### src/rtl/core/template_match_argmax_core_macros.svh
// Assertion macros for the template match core's sequencer.
// Each check samples on clk and is disabled while rst_n is low.
`ifndef TEMPLATE_MATCH_ARGMAX_CORE_MACROS_SVH
`define TEMPLATE_MATCH_ARGMAX_CORE_MACROS_SVH

`ifndef SYNTH

`define TMAM_ASSERT_IMP(name, ante, cons) \
    name: assert property (@(posedge clk) disable iff (!rst_n) (ante) |-> (cons)) \
        else $error("tmam: same-cycle check failed");

`define TMAM_ASSERT_NEXT(name, ante, cons) \
    name: assert property (@(posedge clk) disable iff (!rst_n) (ante) |=> (cons)) \
        else $error("tmam: next-cycle check failed");

`else

`define TMAM_ASSERT_IMP(name, ante, cons)

`define TMAM_ASSERT_NEXT(name, ante, cons)

`endif

`endif

### src/rtl/core/tmam_pkg.sv
`default_nettype none

package tmam_pkg;

    localparam int IMAGE_MAX   = 64;
    localparam int FEATURE_MAX = 16;
    localparam int SAMPLE_BITS = 8;

    localparam int IMG_DEPTH  = IMAGE_MAX * IMAGE_MAX;
    localparam int FEAT_DEPTH = FEATURE_MAX * FEATURE_MAX;
    localparam int IMG_AW     = (IMG_DEPTH > 1) ? $clog2(IMG_DEPTH) : 1;
    localparam int FEAT_AW    = (FEAT_DEPTH > 1) ? $clog2(FEAT_DEPTH) : 1;
    localparam int POS_W      = (IMAGE_MAX > 1) ? $clog2(IMAGE_MAX) : 1;
    localparam int TAP_W      = (FEATURE_MAX > 1) ? $clog2(FEATURE_MAX) : 1;

    // Field and register widths fixed by the interface
    localparam int CMD_W    = 2;
    localparam int INDEX_W  = 12;
    localparam int VALUE_W  = 8;
    localparam int OUT_POS_W = 6;
    localparam int SCORE_W  = 24;
    localparam int NSIDE_W  = 7;
    localparam int FSIDE_W  = 5;

    localparam int PROD_W = 2 * SAMPLE_BITS;
    localparam int ACC_W  = PROD_W + 2 * TAP_W + 1;

    localparam logic signed [ACC_W-1:0] SCORE_HI = ACC_W'((64'sd1 <<< (SCORE_W - 1)) - 1);
    localparam logic signed [ACC_W-1:0] SCORE_LO = ACC_W'(-(64'sd1 <<< (SCORE_W - 1)));
    localparam logic signed [SCORE_W-1:0] SCORE_INIT = -SCORE_W'(1);

    localparam logic [INDEX_W:0] IMG_DEPTH_X  = (INDEX_W+1)'(IMG_DEPTH);
    localparam logic [INDEX_W:0] FEAT_DEPTH_X = (INDEX_W+1)'(FEAT_DEPTH);

    localparam logic [NSIDE_W-1:0] IMAGE_SIDE_RESET   = NSIDE_W'(64);
    localparam logic [FSIDE_W-1:0] FEATURE_SIDE_RESET = FSIDE_W'(16);

    // Commands carried on tuser
    localparam logic [CMD_W-1:0] CMD_LOAD_FEAT = 2'd0;
    localparam logic [CMD_W-1:0] CMD_LOAD_IMG  = 2'd1;
    localparam logic [CMD_W-1:0] CMD_RUN       = 2'd2;

    // Register select, paddr bit 2
    localparam logic REG_IMAGE_SIDE   = 1'b0;
    localparam logic REG_FEATURE_SIDE = 1'b1;

    typedef enum logic [1:0] {
        ST_IDLE,
        ST_RUN,
        ST_DRAIN,
        ST_DELIVER
    } seq_state_t;

    typedef struct packed {
        logic             valid;
        logic             last_tap;
        logic             last_off;
        logic [POS_W-1:0] row;
        logic [POS_W-1:0] col;
    } tap_tag_t;

    typedef struct packed {
        logic [POS_W-1:0]          row;
        logic [POS_W-1:0]          col;
        logic signed [SCORE_W-1:0] score;
    } best_t;

    function automatic logic [NSIDE_W-1:0] clamp_image_side(input logic [NSIDE_W-1:0] s);
        logic [NSIDE_W-1:0] r;
        if (s == '0)
            r = NSIDE_W'(1);
        else if (s > NSIDE_W'(IMAGE_MAX))
            r = NSIDE_W'(IMAGE_MAX);
        else
            r = s;
        return r;
    endfunction

    function automatic logic [FSIDE_W-1:0] clamp_feature_side(input logic [FSIDE_W-1:0] s);
        logic [FSIDE_W-1:0] r;
        if (s == '0)
            r = FSIDE_W'(1);
        else if (s > FSIDE_W'(FEATURE_MAX))
            r = FSIDE_W'(FEATURE_MAX);
        else
            r = s;
        return r;
    endfunction

endpackage

`default_nettype wire

### src/rtl/core/tmam_seq.sv
`default_nettype none

`include "template_match_argmax_core_macros.svh"

module tmam_seq
    import tmam_pkg::*;
(
    input  wire logic               clk,
    input  wire logic               rst_n,
    input  wire logic               start,
    input  wire logic [NSIDE_W-1:0] n_side,
    input  wire logic [FSIDE_W-1:0] f_side,
    input  wire logic               done,
    input  wire logic               out_free,
    output logic                    idle,
    output logic                    deliver,
    output tap_tag_t                tag,
    output logic      [IMG_AW-1:0]  img_raddr,
    output logic      [FEAT_AW-1:0] feat_raddr
);

    seq_state_t state_reg, state_next;

    logic [POS_W-1:0]   r_reg, r_next, c_reg, c_next;
    logic [TAP_W-1:0]   a_reg, a_next, b_reg, b_next;
    logic [IMG_AW-1:0]  org_row_reg, org_row_next;   // r*n
    logic [IMG_AW-1:0]  org_reg, org_next;           // r*n + c
    logic [IMG_AW-1:0]  row_ptr_reg, row_ptr_next;   // (r+a)*n + c
    logic [IMG_AW-1:0]  img_addr_reg, img_addr_next;
    logic [FEAT_AW-1:0] feat_addr_reg, feat_addr_next;

    logic [TAP_W-1:0]  f_m1;
    logic [POS_W-1:0]  span_m1;
    logic [IMG_AW-1:0] n_step;
    logic              last_b, last_a, last_c, last_r, last_tap, last_off, too_big;

    assign f_m1    = TAP_W'(f_side - FSIDE_W'(1));
    assign span_m1 = POS_W'(n_side - NSIDE_W'(f_side));
    assign n_step  = IMG_AW'(n_side);
    assign too_big = NSIDE_W'(f_side) > n_side;

    assign last_b   = b_reg == f_m1;
    assign last_a   = a_reg == f_m1;
    assign last_c   = c_reg == span_m1;
    assign last_r   = r_reg == span_m1;
    assign last_tap = last_a && last_b;
    assign last_off = last_tap && last_c && last_r;

    // Counter and address walk: taps inside an offset, offsets row by row
    always_comb
    begin
        r_next         = r_reg;
        c_next         = c_reg;
        a_next         = a_reg;
        b_next         = b_reg;
        org_row_next   = org_row_reg;
        org_next       = org_reg;
        row_ptr_next   = row_ptr_reg;
        img_addr_next  = img_addr_reg;
        feat_addr_next = feat_addr_reg;
        if (state_reg != ST_RUN)
        begin
            r_next         = '0;
            c_next         = '0;
            a_next         = '0;
            b_next         = '0;
            org_row_next   = '0;
            org_next       = '0;
            row_ptr_next   = '0;
            img_addr_next  = '0;
            feat_addr_next = '0;
        end
        else if (!last_b)
        begin
            b_next         = b_reg + TAP_W'(1);
            img_addr_next  = img_addr_reg + IMG_AW'(1);
            feat_addr_next = feat_addr_reg + FEAT_AW'(1);
        end
        else if (!last_a)
        begin
            b_next         = '0;
            a_next         = a_reg + TAP_W'(1);
            row_ptr_next   = row_ptr_reg + n_step;
            img_addr_next  = row_ptr_reg + n_step;
            feat_addr_next = feat_addr_reg + FEAT_AW'(1);
        end
        else
        begin
            a_next         = '0;
            b_next         = '0;
            feat_addr_next = '0;
            if (!last_c)
            begin
                c_next        = c_reg + POS_W'(1);
                org_next      = org_reg + IMG_AW'(1);
                row_ptr_next  = org_reg + IMG_AW'(1);
                img_addr_next = org_reg + IMG_AW'(1);
            end
            else if (!last_r)
            begin
                c_next        = '0;
                r_next        = r_reg + POS_W'(1);
                org_row_next  = org_row_reg + n_step;
                org_next      = org_row_reg + n_step;
                row_ptr_next  = org_row_reg + n_step;
                img_addr_next = org_row_reg + n_step;
            end
        end
    end

    always_comb
    begin
        state_next = state_reg;
        case (state_reg)
            ST_IDLE:
            begin
                if (start)
                begin
                    state_next = too_big ? ST_DELIVER : ST_RUN;
                end
            end
            ST_RUN:
            begin
                if (last_off)
                begin
                    state_next = ST_DRAIN;
                end
            end
            ST_DRAIN:
            begin
                if (done)
                begin
                    state_next = ST_DELIVER;
                end
            end
            ST_DELIVER:
            begin
                if (out_free)
                begin
                    state_next = ST_IDLE;
                end
            end
            default:
            begin
                state_next = ST_IDLE;
            end
        endcase
    end

    always_comb
    begin
        idle          = state_reg == ST_IDLE;
        deliver       = (state_reg == ST_DELIVER) && out_free;
        tag.valid     = state_reg == ST_RUN;
        tag.last_tap  = last_tap;
        tag.last_off  = last_off;
        tag.row       = r_reg;
        tag.col       = c_reg;
        img_raddr     = img_addr_reg;
        feat_raddr    = feat_addr_reg;
    end

    always_ff @(posedge clk or negedge rst_n)
    begin
        if (!rst_n)
        begin
            state_reg     <= ST_IDLE;
            r_reg         <= '0;
            c_reg         <= '0;
            a_reg         <= '0;
            b_reg         <= '0;
            org_row_reg   <= '0;
            org_reg       <= '0;
            row_ptr_reg   <= '0;
            img_addr_reg  <= '0;
            feat_addr_reg <= '0;
        end
        else
        begin
            state_reg     <= state_next;
            r_reg         <= r_next;
            c_reg         <= c_next;
            a_reg         <= a_next;
            b_reg         <= b_next;
            org_row_reg   <= org_row_next;
            org_reg       <= org_next;
            row_ptr_reg   <= row_ptr_next;
            img_addr_reg  <= img_addr_next;
            feat_addr_reg <= feat_addr_next;
        end
    end

    `TMAM_ASSERT_IMP(a_done_only_in_drain, done, state_reg == ST_DRAIN)
    `TMAM_ASSERT_IMP(a_tap_in_range, tag.valid, (a_reg <= f_m1) && (b_reg <= f_m1))
    `TMAM_ASSERT_NEXT(a_deliver_then_idle, deliver, state_reg == ST_IDLE)

endmodule

`default_nettype wire

### config.mk
export PLATFORM = sky130hd
export DESIGN_NAME = tmam_seq
export DESIGN_NICKNAME = d
export VERILOG_FILES = /design/src/rtl/core/tmam_pkg.sv /design/src/rtl/core/tmam_seq.sv
export VERILOG_INCLUDE_DIRS = /design/src /design/src/rtl/core
export SDC_FILE = /design/constraint.sdc
export NUM_CORES = 1
export LEC_CHECK = 0
export BUFFER_PORTS_ARGS = -buffer_cell sky130_fd_sc_hd__buf_4
export CELL_PAD_IN_SITES_DETAIL_PLACEMENT = 0
export CELL_PAD_IN_SITES_GLOBAL_PLACEMENT = 1
export CORE_ASPECT_RATIO = 1.5
export CORE_UTILIZATION = 50
export DETAILED_ROUTE_END_ITERATION = 7
export HOLD_SLACK_MARGIN = 0.02
export PLACE_DENSITY = 0.91
export SLEW_MARGIN = 20
export SYNTH_ARGS = -nofsm -noshare
export SYNTH_HDL_FRONTEND = slang
export SYNTH_SLANG_ARGS = --single-unit
export TNS_END_PERCENT = 30
### constraint.sdc
create_clock -name clk -period 6.4 [get_ports clk]
set_input_delay 0.64 -clock clk [delete_from_list [all_inputs] [get_ports clk]]
set_output_delay 0.64 -clock clk [all_outputs]
set_load 0.1 [all_outputs]
==> impl_metrics.env <==
export IMPL_syn_inst=708
export IMPL_area_growth_pct=12.0
export IMPL_start_util=0.516
export IMPL_die_area_um2=12900
export IMPL_num_rows=49
export IMPL_swShare=0.433
export IMPL_htree_levels=3
export IMPL_hold_buffers=0
export IMPL_setup_violations=0
export IMPL_hold_path_class="primary input to asynchronous set/reset pin"
export IMPL_n_fill_cell=1102
export IMPL_detail_route_iter0_violations=351
export IMPL_slew_viol_final=0
export IMPL_dp_slack_ps=1840
export IMPL_place_congestion=1.01
export IMPL_crit_type="primary input to primary output"
export IMPL_gr_usage_all_layers=0.301
export IMPL_post_cts_buffers=0
export IMPL_cts_repair_resized=0
export IMPL_place_hpwl_um=13900
export IMPL_die_x_um=93.2
export IMPL_ff2ff_setup_slack_ps=2380
export IMPL_cts_tree="done"
export IMPL_synthArstFlopShare=1.00
export IMPL_cts_buffer_depth=2
export IMPL_p_leak_nw=3.07
export IMPL_period_minus_slack_ps=4620
export IMPL_critPathCaptureType="primary output"
export IMPL_cp_data_required_time_ps=5760
export IMPL_drv_cap=0
export IMPL_antenna_found_initial=0
export IMPL_r2r_end="r_reg[5]$_DFFE_PN0P_"
export IMPL_r2r_start="a_reg[3]$_DFFE_PN0P_"
export IMPL_finalInstanceArea_um2=6980
export IMPL_max_clock_freq_mhz=216
export IMPL_grt_pass1_vias=5823
export IMPL_ys_types=84
export IMPL_cp_max_fo=20
export IMPL_cp_startpoint="f_side[0]"
export IMPL_arrival_ps=3980
export IMPL_synth_edf_count=0
export IMPL_most_common_layout_cells="dfrtp_1 (78), nand2_1 (66), buf_4 (55), nor2_1 (51), a21oi_1 (45)"
export IMPL_outcome="finished, final reports clean"
export IMPL_synth_top_area_cell="dfrtp_1"
export IMPL_yosysWarnings=0
export IMPL_power_internal_mw=1.02
export IMPL_comb_power_share=0.394
export IMPL_io_pins=54
export IMPL_layout_commonest_cell="dfrtp_1"
export IMPL_clock_sinks=78
export IMPL_ant_nets=0
export IMPL_crit_end="tag[12]"
export IMPL_rr_worst_depth=8
export IMPL_switchingPower_uw=778
export IMPL_setup_tns_ps=0
export IMPL_vias=5879
export IMPL_clkTransAtPathRegs_ps=60
export IMPL_p_per_area_nw_per_um2=257
export IMPL_min_period_over_period=0.722
export IMPL_p_total_mw=1.80
export IMPL_hold_violations=0
export IMPL_peakVddDrop_mv=0.147
export IMPL_yosys_area_top_type_share=0.313
export IMPL_grt_max_degree=79
export IMPL_synth_seq_area_share=0.313
export IMPL_synthesis_nets=764
export IMPL_worst_pin_slew_ps=1030
export IMPL_clock_latency_ps=340
export IMPL_post_drt_wl_per_cell_um=20.6
export IMPL_dr_pass1_iters=5
export IMPL_grt_ovfl_total=0
export IMPL_route_detailed_drc=0
export IMPL_synth_area_top_cells="dfrtp_1 (31%), ha_1 (7.2%), nand2_1 (4.0%)"
export IMPL_fin_util=0.578
export IMPL_startpoint_type="primary input"
export IMPL_placed_cell_area_um2=6680
export IMPL_synth_area_um2=6230
export IMPL_vias_per_cell=6.55
export IMPL_avgSynthCellArea_um2=8.80
export IMPL_cts_buffers=9
export IMPL_cts_root_buffer="clkbuf_16"
export IMPL_drt_total_wl_um=18500
export IMPL_setup_slack_ps=1780
export IMPL_core_um2=12100
export IMPL_grt_pass1_wl_um=30400
export IMPL_rsz0062_at_grt="no"
export IMPL_power_frac_seq=0.317
export IMPL_antenna_cells=0
export IMPL_max_slew_margin=0.311
export IMPL_drive_gt1_frac=0.128
export IMPL_finClkSkew_ps=7.78
export IMPL_port_buffers=53
export IMPL_synthFlopType="dfrtp_1"
export IMPL_ys_seq_elements=78
export IMPL_clkPwrFrac=0.288
export IMPL_nNetsFinal=797
export IMPL_dieHeight_um=139
metrics by stage:
step | hold slack, ps | std cells
5_1_grt | 402 | 898
6_report | 330 | 898
3_3_place_gp | 474 | 883
3_5_place_dp | 479 | 883
4_1_cts | 497 | 898
2_1_floorplan | 344 | 708
power groups by stage:
stage / Combinational (mW) / Sequential, mW / Clock, mW
2_1_floorplan: 0.416 / 0.667 / 0
3_3_place_gp: 0.697 / 0.577 / 0
3_5_place_dp: 0.703 / 0.578 / 0
4_1_cts: 0.706 / 0.569 / 0.522
5_1_grt: 0.764 / 0.575 / 0.541
6_report: 0.708 / 0.570 / 0.518
worst min path at each step:
stage	startpoint	endpoint	slack (ps)	cells after the start
after floorplan	rst_n	a_reg[0]$_DFFE_PN0P_	340	0
after global placement	row_ptr_reg[2]$_DFFE_PN0P_	row_ptr_reg[2]$_DFFE_PN0P_	470	1
after detailed placement	row_ptr_reg[2]$_DFFE_PN0P_	row_ptr_reg[2]$_DFFE_PN0P_	480	1
after CTS	row_ptr_reg[2]$_DFFE_PN0P_	row_ptr_reg[2]$_DFFE_PN0P_	500	1
after global routing	rst_n	c_reg[4]$_DFFE_PN0P_	400	1
final	rst_n	c_reg[4]$_DFFE_PN0P_	330	1
synth_stat cells, types with 6 or more instances:
cell and instances:
dfrtp_1 78, nand2_1 66, nor2_1 51, a21oi_1 45, ha_1 36, inv_1 33
nand3_1 32, o21ai_0 32, xor2_1 26, xnor2_1 20, clkbuf_1 18, and3_1 17
nor3_1 14, nand2b_1 13, or3_1 13, nand4_1 12, buf_2 10, o22ai_1 10
a41oi_1 9, o211ai_1 9, a31oi_1 8, o2bb2ai_1 8, xnor3_1 8, a21o_1 7
a22o_1 7, o31a_1 7, a211oi_1 6
final cells by class:
type,count,area (µm²),area share
Timing Repair Buffer,56,424,0.0608
Clock inverter,5,60.1,0.00861
Inverter,33,124,0.0178
Multi-Input combinational cell,563,4000,0.573
Tap cell,153,191,0.0274
Sequential cell,78,1950,0.280
Clock buffer,10,229,0.0328
routing by layer:
| metal | part of all wire | up-vias | global-route usage |
|---|---|---|---|
| met1 | 0.39 | 2895 | 0.356 |
| li1 | - | 2702 | - |
| met2 | 0.52 | 227 | 0.522 |
| met3 | 0.051 | 55 | 0.0499 |
| met4 | 0.042 | 0 | 0.140 |
| met5 | 0 | - | 0 |
kinds of logic (layout without fill, tap and decap cells):
group | Yosys count | count (layout) | synth area share
simple gates | 262 | 262 | 0.223
flops | 78 | 78 | 0.313
buf+inv | 67 | 104 | 0.0466
mux | 6 | 6 | 0.0116
compound gates | 201 | 201 | 0.227
xor+xnor | 55 | 55 | 0.0962
fa+ha+maj | 39 | 39 | 0.0819
critical path, stage by stage:
cell and delay, ps:
buf_4 130, inv_1 70, ha_1 220, xnor3_1 380, nand3_1 120, nor2_2 560, nand2_1 500, inv_1 650
nand4_1 290, inv_1 120, buf_4 290
Note: power is estimated with default switching activity, not from simulation.
