==> config.mk <==
export PLATFORM = sky130hd
export DESIGN_NAME = tmam_mac
export DESIGN_NICKNAME = d
export VERILOG_FILES = /design/src/rtl/core/template_match_argmax_core_macros.svh /design/src/rtl/core/tmam_pkg.sv /design/src/rtl/core/tmam_mac.sv
export SDC_FILE = /design/constraint.sdc
export NUM_CORES = 1
export LEC_CHECK = 0
export ABC_AREA = 0
export BUFFER_PORTS_ARGS = -buffer_cell sky130_fd_sc_hd__buf_2
export CAP_MARGIN = 20
export CORE_ASPECT_RATIO = 0.6
export CORE_MARGIN = 10
export CORE_UTILIZATION = 40
export DETAILED_ROUTE_END_ITERATION = 8
export GPL_TIMING_DRIVEN = 0
export SLEW_MARGIN = 10
export SYNTH_ARGS = -nofsm -noshare
export SYNTH_HDL_FRONTEND = slang
export SYNTH_SLANG_ARGS = --single-unit
==> constraint.sdc <==
create_clock -name clk -period 9.25 [get_ports clk]
set_input_delay 1.85 -clock clk [delete_from_list [all_inputs] [get_ports clk]]
set_output_delay 1.85 -clock clk [all_outputs]
set_load 0.02 [all_outputs]
==> src/rtl/core/template_match_argmax_core_macros.svh <==
// Assertion macros for the template match core's sequencer.
// Each check samples on clk and is disabled while rst_n is low.
`ifndef TEMPLATE_MATCH_ARGMAX_CORE_MACROS_SVH
`define TEMPLATE_MATCH_ARGMAX_CORE_MACROS_SVH

`ifndef SYNTH

`define TMAM_ASSERT_IMP(name, ante, cons) \
    name: assert property (@(posedge clk) disable iff (!rst_n) (ante) |-> (cons)) \
        else $error("tmam: same-cycle check failed");

`define TMAM_ASSERT_NEXT(name, ante, cons) \
    name: assert property (@(posedge clk) disable iff (!rst_n) (ante) |=> (cons)) \
        else $error("tmam: next-cycle check failed");

`else

`define TMAM_ASSERT_IMP(name, ante, cons)

`define TMAM_ASSERT_NEXT(name, ante, cons)

`endif

`endif

==> src/rtl/core/tmam_pkg.sv <==
`default_nettype none

package tmam_pkg;

    localparam int IMAGE_MAX   = 64;
    localparam int FEATURE_MAX = 16;
    localparam int SAMPLE_BITS = 8;

    localparam int IMG_DEPTH  = IMAGE_MAX * IMAGE_MAX;
    localparam int FEAT_DEPTH = FEATURE_MAX * FEATURE_MAX;
    localparam int IMG_AW     = (IMG_DEPTH > 1) ? $clog2(IMG_DEPTH) : 1;
    localparam int FEAT_AW    = (FEAT_DEPTH > 1) ? $clog2(FEAT_DEPTH) : 1;
    localparam int POS_W      = (IMAGE_MAX > 1) ? $clog2(IMAGE_MAX) : 1;
    localparam int TAP_W      = (FEATURE_MAX > 1) ? $clog2(FEATURE_MAX) : 1;

    // Field and register widths fixed by the interface
    localparam int CMD_W    = 2;
    localparam int INDEX_W  = 12;
    localparam int VALUE_W  = 8;
    localparam int OUT_POS_W = 6;
    localparam int SCORE_W  = 24;
    localparam int NSIDE_W  = 7;
    localparam int FSIDE_W  = 5;

    localparam int PROD_W = 2 * SAMPLE_BITS;
    localparam int ACC_W  = PROD_W + 2 * TAP_W + 1;

    localparam logic signed [ACC_W-1:0] SCORE_HI = ACC_W'((64'sd1 <<< (SCORE_W - 1)) - 1);
    localparam logic signed [ACC_W-1:0] SCORE_LO = ACC_W'(-(64'sd1 <<< (SCORE_W - 1)));
    localparam logic signed [SCORE_W-1:0] SCORE_INIT = -SCORE_W'(1);

    localparam logic [INDEX_W:0] IMG_DEPTH_X  = (INDEX_W+1)'(IMG_DEPTH);
    localparam logic [INDEX_W:0] FEAT_DEPTH_X = (INDEX_W+1)'(FEAT_DEPTH);

    localparam logic [NSIDE_W-1:0] IMAGE_SIDE_RESET   = NSIDE_W'(64);
    localparam logic [FSIDE_W-1:0] FEATURE_SIDE_RESET = FSIDE_W'(16);

    // Commands carried on tuser
    localparam logic [CMD_W-1:0] CMD_LOAD_FEAT = 2'd0;
    localparam logic [CMD_W-1:0] CMD_LOAD_IMG  = 2'd1;
    localparam logic [CMD_W-1:0] CMD_RUN       = 2'd2;

    // Register select, paddr bit 2
    localparam logic REG_IMAGE_SIDE   = 1'b0;
    localparam logic REG_FEATURE_SIDE = 1'b1;

    typedef enum logic [1:0] {
        ST_IDLE,
        ST_RUN,
        ST_DRAIN,
        ST_DELIVER
    } seq_state_t;

    typedef struct packed {
        logic             valid;
        logic             last_tap;
        logic             last_off;
        logic [POS_W-1:0] row;
        logic [POS_W-1:0] col;
    } tap_tag_t;

    typedef struct packed {
        logic [POS_W-1:0]          row;
        logic [POS_W-1:0]          col;
        logic signed [SCORE_W-1:0] score;
    } best_t;

    function automatic logic [NSIDE_W-1:0] clamp_image_side(input logic [NSIDE_W-1:0] s);
        logic [NSIDE_W-1:0] r;
        if (s == '0)
            r = NSIDE_W'(1);
        else if (s > NSIDE_W'(IMAGE_MAX))
            r = NSIDE_W'(IMAGE_MAX);
        else
            r = s;
        return r;
    endfunction

    function automatic logic [FSIDE_W-1:0] clamp_feature_side(input logic [FSIDE_W-1:0] s);
        logic [FSIDE_W-1:0] r;
        if (s == '0)
            r = FSIDE_W'(1);
        else if (s > FSIDE_W'(FEATURE_MAX))
            r = FSIDE_W'(FEATURE_MAX);
        else
            r = s;
        return r;
    endfunction

endpackage

`default_nettype wire

==> src/rtl/core/tmam_mac.sv <==
`default_nettype none

module tmam_mac
    import tmam_pkg::*;
(
    input  wire logic                   clk,
    input  wire logic                   rst_n,
    input  wire logic                   start,
    input  wire tap_tag_t               tag,
    input  wire logic [SAMPLE_BITS-1:0] img_rdata,
    input  wire logic [SAMPLE_BITS-1:0] feat_rdata,
    output logic                        done,
    output best_t                       best
);

    tap_tag_t tag_d1_reg, tag_d2_reg, tag_d3_reg;

    logic signed [PROD_W-1:0]  prod_reg;
    logic signed [ACC_W-1:0]   acc_reg, acc_next;
    logic signed [ACC_W-1:0]   sum;
    logic signed [SCORE_W-1:0] score_reg, score_sat;
    best_t                     best_reg, best_next;
    logic                      done_reg;

    logic [POS_W:0] rc_new, rc_best;
    logic           take;

    // Accumulate one product per cycle; close the offset on its last tap
    always_comb
    begin
        sum = acc_reg + ACC_W'(prod_reg);
        if (sum > SCORE_HI)
            score_sat = SCORE_W'(SCORE_HI);
        else if (sum < SCORE_LO)
            score_sat = SCORE_W'(SCORE_LO);
        else
            score_sat = SCORE_W'(sum);
        acc_next = acc_reg;
        if (start)
            acc_next = '0;
        else if (tag_d2_reg.valid)
            acc_next = tag_d2_reg.last_tap ? '0 : sum;
    end

    // Larger score wins; on a tie, the smaller row+col wins
    always_comb
    begin
        rc_new  = {1'b0, tag_d3_reg.row} + {1'b0, tag_d3_reg.col};
        rc_best = {1'b0, best_reg.row} + {1'b0, best_reg.col};
        take    = (score_reg > best_reg.score) ||
                  ((score_reg == best_reg.score) && (rc_new < rc_best));
        best_next = best_reg;
        if (start)
        begin
            best_next.row   = '0;
            best_next.col   = '0;
            best_next.score = SCORE_INIT;
        end
        else if (tag_d3_reg.valid && take)
        begin
            best_next.row   = tag_d3_reg.row;
            best_next.col   = tag_d3_reg.col;
            best_next.score = score_reg;
        end
    end

    always_ff @(posedge clk)
    begin
        prod_reg <= $signed(img_rdata) * $signed(feat_rdata);
        if (tag_d2_reg.valid && tag_d2_reg.last_tap)
        begin
            score_reg <= score_sat;
        end
    end

    always_ff @(posedge clk or negedge rst_n)
    begin
        if (!rst_n)
        begin
            tag_d1_reg <= '0;
            tag_d2_reg <= '0;
            tag_d3_reg <= '0;
            acc_reg    <= '0;
            best_reg   <= '{row: '0, col: '0, score: SCORE_INIT};
            done_reg   <= 1'b0;
        end
        else
        begin
            tag_d1_reg <= tag;
            tag_d2_reg <= tag_d1_reg;
            tag_d3_reg <= '{valid:    tag_d2_reg.valid && tag_d2_reg.last_tap,
                            last_tap: tag_d2_reg.last_tap,
                            last_off: tag_d2_reg.last_off,
                            row:      tag_d2_reg.row,
                            col:      tag_d2_reg.col};
            acc_reg    <= acc_next;
            best_reg   <= best_next;
            done_reg   <= tag_d3_reg.valid && tag_d3_reg.last_off;
        end
    end

    assign done = done_reg;
    assign best = best_reg;

endmodule

`default_nettype wire

==> results of run 1 <==
report_power, final:
part / internal, mW / total, mW / switching (mW)
Combinational: 0.662 / 1.57 / 0.906
Sequential: 0.866 / 0.950 / 0.0837
Clock: 0.360 / 0.658 / 0.298
Total: 1.89 / 3.18 / 1.29
cells in the final DEF, fill, tap and decap left out, types with 16 or more instances in the layout:
master | Yosys | layout
o21ai_0 | 59 | 59
ha_1 | 95 | 95
dfxtp_1 | 16 | 16
o311ai_0 | 23 | 23
a21o_1 | 24 | 24
and2_1 | 49 | 49
buf_2 | 2 | 71
nand2_1 | 31 | 31
a21oi_1 | 50 | 50
dfrtp_1 | 82 | 82
a22o_1 | 19 | 19
xnor2_1 | 31 | 31
dfstp_2 | 24 | 24
nor2_1 | 24 | 24
nand3_1 | 20 | 20
maj3_1 | 18 | 18
inv_1 | 127 | 127
fa_1 | 58 | 58
clkbuf_1 | 23 | 23
clkbuf_16 | 0 | 17
edfxtp_1 | 24 | 24
area by class of cell:
| type | instances | area, um^2 |
|---|---|---|
| well taps | 315 | 394 |
| plain buffers | 28 | 119 |
| clock inverters | 14 | 123 |
| fillers | 2242 | 12400 |
| inverters | 127 | 477 |
| multi-input cells | 609 | 5350 |
| clock buffers | 18 | 439 |
| flip-flops and latches | 146 | 3720 |
| repair buffers | 72 | 399 |
kinds of logic (layout without fill, tap and decap cells):
group                    count (synthesis)  after routing
flip-flops                             146            146
XOR/XNOR                                43             43
adder cells (fa/ha/maj)                171            171
AO/OA/AOI/OAI                          206            206
multiplexers                             4              4
buffers and inverters                  155            259
AND/OR/NAND/NOR                        185            185
worst paths after layout:
check	depth (start not counted)	endpoint
worst max-delay path	19	prod_reg[14]$_DFF_P_
worst min-delay path	0	tag_d3_reg[5]$_DFF_PN0_
worst max register to register	15	best[33]$_DFFE_PN0P_
worst min register to register	0	tag_d3_reg[5]$_DFF_PN0_
max in group asynchronous	2	best[21]$_DFFE_PN1P_
min in group asynchronous	1	best[25]$_DFFE_PN0P_
worst max-delay path, delay by kind of cell:
family / cells / cell delay (ns)
adder cells (fa/ha/maj): 5 / 2.35
AO/OA/AOI/OAI: 7 / 1.70
AND/OR/NAND/NOR: 2 / 0.29
buffers and inverters: 5 / 0.35
per-stage QoR:
stage	area (um^2)	cells	setup WS (ns)
final	11000	1329	2.99
after CTS	11000	1329	3.08
after global placement	10400	1295	2.64
after floorplan	9670	910	3.23
after global routing	11000	1329	2.66
after detailed placement	10500	1297	2.65
metal layers:
metal  part of all wire  vias up  GRT usage
li1                   -     3325          -
met1               0.56     3302      0.242
met2               0.39      151      0.185
met3              0.050       12     0.0265
met4             0.0056        0     0.0250
met5                  0        -          0
==> results.cfg, run 1 <==
[min_path]
worstHoldStart = tag_d2_reg[5]$_DFF_PN0_
min_path_type = reg -> reg

[yosys]
synthMuxAreaShare = 0.00440
synth.distinct_cells = 57
netlist_instances = 910
yosysMostFrequentCell = inv_1
synth.avg_cell_area_um2 = 10.6
yosys.area.top_type_share = 0.212
synth_flop_cell = dfrtp_1
ys_warn_count = 0
yosys_register_bits = 146
yosys.area_share.simple = 0.105
ys_async_sr_fraction = 0.726
synth-edff-count = 24
yosysTopAreaCell = dfrtp_1
synth_top_family_by_area = adder cells
synth-compound-area-share = 0.144
ys_seq_area_frac = 0.385
synthAdderAreaFrac = 0.262
synth_common_cells = 127 x inv_1, 95 x ha_1, 82 x dfrtp_1, 59 x o21ai_0, 58 x fa_1
ys_top_cells_by_area = dfrtp_1 21%, ha_1 12%, fa_1 12%, edfxtp_1 7.5%, dfstp_2 6.5%
synth_nets = 1097
synthXorXnorAreaFrac = 0.0389
syn-cell-area_um2 = 9670

[global_route]
overflow = 0
grt_pass1_wl_um = 35900
grtUsageTotal = 0.145
grt_pass1_vias = 6539
grt_max_degree = 70
grt_antenna_before_repair = 0

[cts]
ctsResizeCount = 0
cts_tree = done
post-cts-setup-buffers = 0
clockBufferDepth = 2
clkSinkCount = 146
h-tree-depth = 4
clkLatencyLatePin_ns = 0.42
cts_root_buf = clkbuf_16
numCtsBuffers = 17
hold_buffers = 0
clk_pin_slew_ns = 0.07

[routing]
ant_nets = 0
routedWlPerCell_um = 16.5
route.vias.total = 6790
first_iter_violations = 506
drc = 0
viasPerCell = 5.11
first_pass_iters = 5
totalWireLength_um = 22000

[final_layout]
fin_util = 0.470
final_layout_size_suffix_gt1_frac = 0.144
insertedDiodeCount = 0
largest_register_ff_count = 36
area_growth_pct = 14.0
nets = 1188

[sta]
finalCriticalPeriod_ns = 6.26
fmax_mhz = 160
slew_headroom = 0.596
rsz0062_at_grt = no
setup_viol = 0
clock_skew_ns = 0.00861
slew_viol_final = 0
worst_pin_slew_ns = 0.606
hold_viol_final = 0
tns_ns = 0
holdWs_ns = 0.347
fin_crit_sh = 0.676

[critical_path]
slowest_stage = fa_1
rr_startpoint = tag_d3_reg[0]$_DFF_PN0_
endpoint_kind = flop
regToRegSetupSlack_ns = 5.20
crit_type = in -> reg
path_cells = buf_2, and2_1, fa_1, inv_1, fa_1, inv_1, fa_1, inv_1, fa_1, inv_1, ha_1, o21ai_0, a21boi_0, o21ai_0, a21boi_0, o21ai_0, a21boi_0, nor4_1, a311o_1
worstSetupStartpoint = img_rdata[3]
cpPeakStageDelay_ns = 0.53
cp.required_ns = 9.56
crit_path_start_kind = primary input
cp_max_fo = 8
arrival_ns = 6.57

[power_and_ir_drop]
ir_drop_mv = 0.157
pwr_density_cell_nw_per_um2 = 288
p_leak_nw = 5.28
power_mw = 3.18

[run]
cap_violations = 0

[floorplan]
io-pin-count = 71
start_util = 0.412
fp-row-count = 43
die_height_um = 140
dieWidth_um = 221
dieArea_um2 = 31000
core_um2 = 23500

[placement]
io_buffers = 70
place.gp.congestion = 0.816
dp_hpwl_um = 17700

[status]
status = finished, final reports clean
Note: power is estimated with default switching activity, not from simulation.
==> run 2, diff against run 1 <==
ABC_AREA = 1   (was 0)
clock period = 5.2 ns   (was 9.25 ns; I/O delays follow)
==> results.cfg, run 2 <==
[status]
status = finished, final reports clean

[global_route]
grt_antenna_before_repair = 0
grt_pass1_wl_um = 40100
grtUsageTotal = 0.155
grt_max_degree = 55
grt_pass1_vias = 7532
overflow = 0

[placement]
place.gp.congestion = 0.900
pre_cts_slack_ns = -0.321
dp_hpwl_um = 19700
placed_area_um2 = 11100
io_buffers = 55

[routing]
routedWlPerCell_um = 14.5
route.vias.total = 7726
first_iter_violations = 513
ant_nets = 0
drc = 0
totalWireLength_um = 24100
first_pass_iters = 5
viasPerCell = 4.65

[critical_path]
crit_path_start_kind = primary input
cp.required_ns = 5.56
crit_type = in -> reg
endpoint_kind = flop
cp_max_fo = 8
arrival_ns = 5.36

[floorplan]
die_height_um = 145
start_util = 0.407
dieWidth_um = 228
core_um2 = 25400
fp-row-count = 45
dieArea_um2 = 32900
io-pin-count = 71

[yosys]
ys_async_sr_fraction = 0.726
synth.avg_cell_area_um2 = 8.48
synth_nets = 1407
ys_seq_area_frac = 0.360
netlist_instances = 1220
synth-edff-count = 24
yosys.area.top_type_share = 0.198
yosysMostFrequentCell = nand2_1
ys_warn_count = 0
yosysTopAreaCell = dfrtp_1
ys_top_cells_by_area = dfrtp_1 20%, ha_1 11%, fa_1 11%, nand2_1 11%, inv_1 8.7%
yosys_register_bits = 146
syn-cell-area_um2 = 10300
synth_flop_cell = dfrtp_1
synth.distinct_cells = 45
synth_common_cells = 295 x nand2_1, 239 x inv_1, 95 x ha_1, 82 x dfrtp_1, 58 x fa_1

[final_layout]
nets = 1482
most-common-layout-cells = 295 x nand2_1, 239 x inv_1, 95 x ha_1
insertedDiodeCount = 0
layout_commonest_cell = nand2_1
fill_cells = 2474
largest_register_ff_count = 36
regArea_um2 = 3720
fin_area_um2 = 11700
area_growth_pct = 13.0
final_layout_size_suffix_gt1_frac = 0.149
multi_input_area_um2 = 5530

[cts]
clkSinkCount = 146
clockBufferDepth = 2
clk_pin_slew_ns = 0.07
numCtsBuffers = 17
cts_root_buf = clkbuf_16
clkLatencyLatePin_ns = 0.42
cts_tree = done
h-tree-depth = 4
hold_buffers = 0

[sta]
fin_crit_sh = 0.962
finalCriticalPeriod_ns = 5.00
fin_ws_ns = 0.196
clock_skew_ns = 0.00865
holdWs_ns = 0.348
slew_viol_final = 0
worst_pin_slew_ns = 0.956
fmax_mhz = 200
setup_viol = 0
rsz0062_at_grt = yes
hold_viol_final = 0
slew_headroom = 0.362

[run]
cap_violations = 0

[power_and_ir_drop]
ir_drop_mv = 0.275
power_mw = 6.16
p_leak_nw = 6.43
pwr_density_cell_nw_per_um2 = 527

[min_path]
min_path_type = reg -> reg
==> run 2: cells by family after synthesis <==
kind of cell    Yosys count  synth area share
simple gates            489             0.208
buf+inv                 279             0.107
flops                   146             0.360
xor+xnor                 45            0.0381
compound gates          108            0.0601
fa+ha+maj               153             0.227
==> run 2: power by group <==
group | switching (mW) | internal [mW] | leakage (nW)
Clock | 0.551 | 0.681 | 0.282
Combinational | 2.00 | 1.20 | 4.51
Sequential | 0.167 | 1.56 | 1.64
==> run 2: per-stage QoR <==
stage,setup TNS (ns),utilization,instances
finish,0,0.460,1660
global route,-0.0590,0.460,1660
CTS,0,0.460,1660
detailed placement,-0.588,0.437,1628
global placement,-0.350,0.436,1627
floorplan,0,-,1220
==> run 2: per-layer routing <==
metal	global-route usage	routed length (um)	vias up
li1	-	-	3902
met3	0.0402	1500	14
met4	0.0244	142	0
met2	0.209	9310	167
met5	0	0	-
met1	0.241	13200	3643
==> run 2: what timing repair did <==
action,CTS,global route
gates resized for setup,0,3
endpoints found under the setup margin,0,2
setup buffers,0,0
==> run 2: layout make-up <==
class                      instances  area share
clock buffer                      17      0.0364
timing repair buffer              56      0.0264
tap                              352      0.0377
buffer                            38      0.0169
inverter                         241      0.0774
multi-input combinational        795       0.473
sequential                       146       0.319
clock inverter                    15      0.0135
==> run 2: worst paths after layout <==
| check | start | end | slack [ns] | depth (start not counted) |
|---|---|---|---|---|
| setup / recovery | feat_rdata[7] | prod_reg[14]$_DFF_P_ | 0.20 | 19 |
| min in group asynchronous | rst_n | tag_d2_reg[12]$_DFF_PN0_ | 0.58 | 1 |
| max in group asynchronous | rst_n | best[16]$_DFFE_PN1P_ | 3.90 | 2 |
| hold / removal | tag_d1_reg[8]$_DFF_PN0_ | tag_d2_reg[8]$_DFF_PN0_ | 0.35 | 0 |
| setup reg to reg | best[24]$_DFFE_PN0P_ | best[27]$_DFFE_PN0P_ | 1.93 | 15 |
| hold reg to reg | tag_d1_reg[8]$_DFF_PN0_ | tag_d2_reg[8]$_DFF_PN0_ | 0.35 | 0 |
==> run 2: critical path, cell delays in order <==
cell and delay (ns):
buf_2 0.11, inv_1 0.15, or2_2 0.33, fa_1 0.51, fa_1 0.54, inv_1 0.05, fa_1 0.53, inv_1 0.05
fa_1 0.53, inv_1 0.04, ha_1 0.36, a21oi_1 0.17, nand2_1 0.12, a21oi_2 0.21, o21ai_1 0.13, a21oi_1 0.17
nor2_1 0.06, nor2_1 0.12, xor2_1 0.15
==> run 3, diff against run 2 <==
CTS_BUF_LIST = sky130_fd_sc_hd__clkbuf_8   (was not set)
==> results.cfg, run 3 (synthesis results as in run 2) <==
[critical_path]
rr_startpoint = best[24]$_DFFE_PN0P_
arrival_ns = 5.37
crit_type = in -> reg
cp_max_fo = 8
regToRegSetupSlack_ns = 1.91
endpoint_kind = flop
r2r_cells = 15
cp.required_ns = 5.60
slowest_stage = fa_1
path_cells = buf_2, inv_1, or2_2, fa_1, fa_1, inv_1, fa_1, inv_1, fa_1, inv_1, ha_1, a21oi_1, nand2_1, a21oi_2, o21ai_1, a21oi_1, nor2_1, nor2_1, xor2_1
crit_path_start_kind = primary input
cpPeakStageDelay_ns = 0.54
r2r_end = best[33]$_DFFE_PN0P_

[cts]
cts_tree = done
post-cts-setup-buffers = 0
h-tree-depth = 4
cts_root_buf = clkbuf_8
clockBufferDepth = 2
clkLatencyLatePin_ns = 0.46
ctsResizeCount = 0
hold_buffers = 0
clk_pin_slew_ns = 0.10
numCtsBuffers = 17
clkSinkCount = 146

[global_route]
grtUsageTotal = 0.155
grt_pass1_wl_um = 40100
grt_antenna_before_repair = 0
grt_pass1_vias = 7553
overflow = 0
grt_max_degree = 55

[routing]
ant_nets = 0
route.vias.total = 7718
first_iter_violations = 481
drc = 0
totalWireLength_um = 24100
routedWlPerCell_um = 14.5
viasPerCell = 4.65
first_pass_iters = 5

[floorplan]
start_util = 0.407
io-pin-count = 71
dieArea_um2 = 32900
die_height_um = 145
fp-row-count = 45
core_um2 = 25400
dieWidth_um = 228

[sta]
setup_viol = 0
hold_viol_final = 0
rsz0062_at_grt = no
finalCriticalPeriod_ns = 4.97
fin_crit_sh = 0.955
slew_viol_final = 0
clock_skew_ns = 0.0173
fmax_mhz = 201
slew_headroom = 0.354
worst_pin_slew_ns = 0.968

[final_layout]
largest_register_ff_count = 36
final_cells = 1660
area_growth_pct = 11.1
insertedDiodeCount = 0
final_layout_size_suffix_gt1_frac = 0.149
nets = 1482
most-common-layout-cells = 295 x nand2_1, 239 x inv_1, 95 x ha_1
layout_commonest_cell = nand2_1
fin_area_um2 = 11500

[min_path]
hold_depth = 0
worstHoldStart = tag_d1_reg[8]$_DFF_PN0_
min_path_type = reg -> reg
hold-path-endpoint = tag_d2_reg[8]$_DFF_PN0_

[power_and_ir_drop]
pwr_density_cell_nw_per_um2 = 508
pwr-share-comb = 0.548
power_frac_clock = 0.157
p_sw_mw = 2.68
p_int_mw = 3.16
power_mw = 5.84
ir_drop_mv = 0.209
switching_share = 0.459
p_leak_nw = 6.34
seqPwrFrac = 0.296

[placement]
placed_area_um2 = 11100
dp_hpwl_um = 19700
io_buffers = 55
place.gp.congestion = 0.900
dp.cells = 1628

[status]
status = finished, final reports clean

[run]
cap_violations = 0
-- run 3: cell counts in the layout (fill, tap and decap cells not counted) --
Identical to the previous run, type by type.
-- run 3: cell type report --
cell class / count / area, um^2
Fill cell: 2499 / 13900
Multi-Input combinational cell: 795 / 5530
Sequential cell: 146 / 3720
Inverter: 241 / 905
Tap cell: 352 / 440
Timing Repair Buffer: 56 / 309
Clock buffer: 17 / 234
Buffer: 38 / 198
Clock inverter: 15 / 158
-- run 3: through the flow --
| stage | hold WS (ns) | TNS (ns) | worst slack [ns] | util |
|---|---|---|---|---|
| 3_5_place_dp | 0.335 | -0.588 | -0.321 | 0.437 |
| 3_3_place_gp | 0.331 | -0.350 | -0.267 | 0.436 |
| 5_1_grt | 0.359 | 0 | 0.00222 | 0.453 |
| 4_1_cts | 0.357 | 0 | 0.173 | 0.452 |
| 2_1_floorplan | 0.331 | 0 | 0.118 | - |
| 6_report | 0.350 | 0 | 0.232 | 0.453 |
-- run 3: worst max-delay path by stage --
stage | cells past startpoint | endpoint | start
2_1_floorplan | 18 | prod_reg[14]$_DFF_P_ | img_rdata[0]
3_3_place_gp | 18 | prod_reg[14]$_DFF_P_ | img_rdata[0]
3_5_place_dp | 18 | prod_reg[14]$_DFF_P_ | img_rdata[0]
4_1_cts | 18 | prod_reg[14]$_DFF_P_ | img_rdata[0]
5_1_grt | 19 | prod_reg[14]$_DFF_P_ | feat_rdata[7]
6_report | 19 | prod_reg[14]$_DFF_P_ | feat_rdata[7]
-- run 3: power groups by stage --
stage | clock, mW | combinational (mW) | sequential [mW]
after floorplan | 0 | 2.35 | 1.80
after global placement | 0 | 3.11 | 1.75
after detailed placement | 0 | 3.17 | 1.75
after CTS | 0.938 | 3.20 | 1.73
after global routing | 0.995 | 3.67 | 1.76
final | 0.914 | 3.20 | 1.73
-- run 3: critical path: cells and delay by family --
kind | cells | cell delay (ns)
fa+ha+maj | 5 | 2.47
compound gates | 4 | 0.67
simple gates | 4 | 0.63
buf+inv | 5 | 0.40
xor+xnor | 1 | 0.15
-- run 3: metal layers --
metal | vias to the layer above | track usage | share of wire
met5 | - | 0 | 0
met4 | 0 | 0.0276 | 0.0054
met3 | 12 | 0.0421 | 0.067
met2 | 181 | 0.208 | 0.39
met1 | 3633 | 0.241 | 0.54
li1 | 3892 | - | -
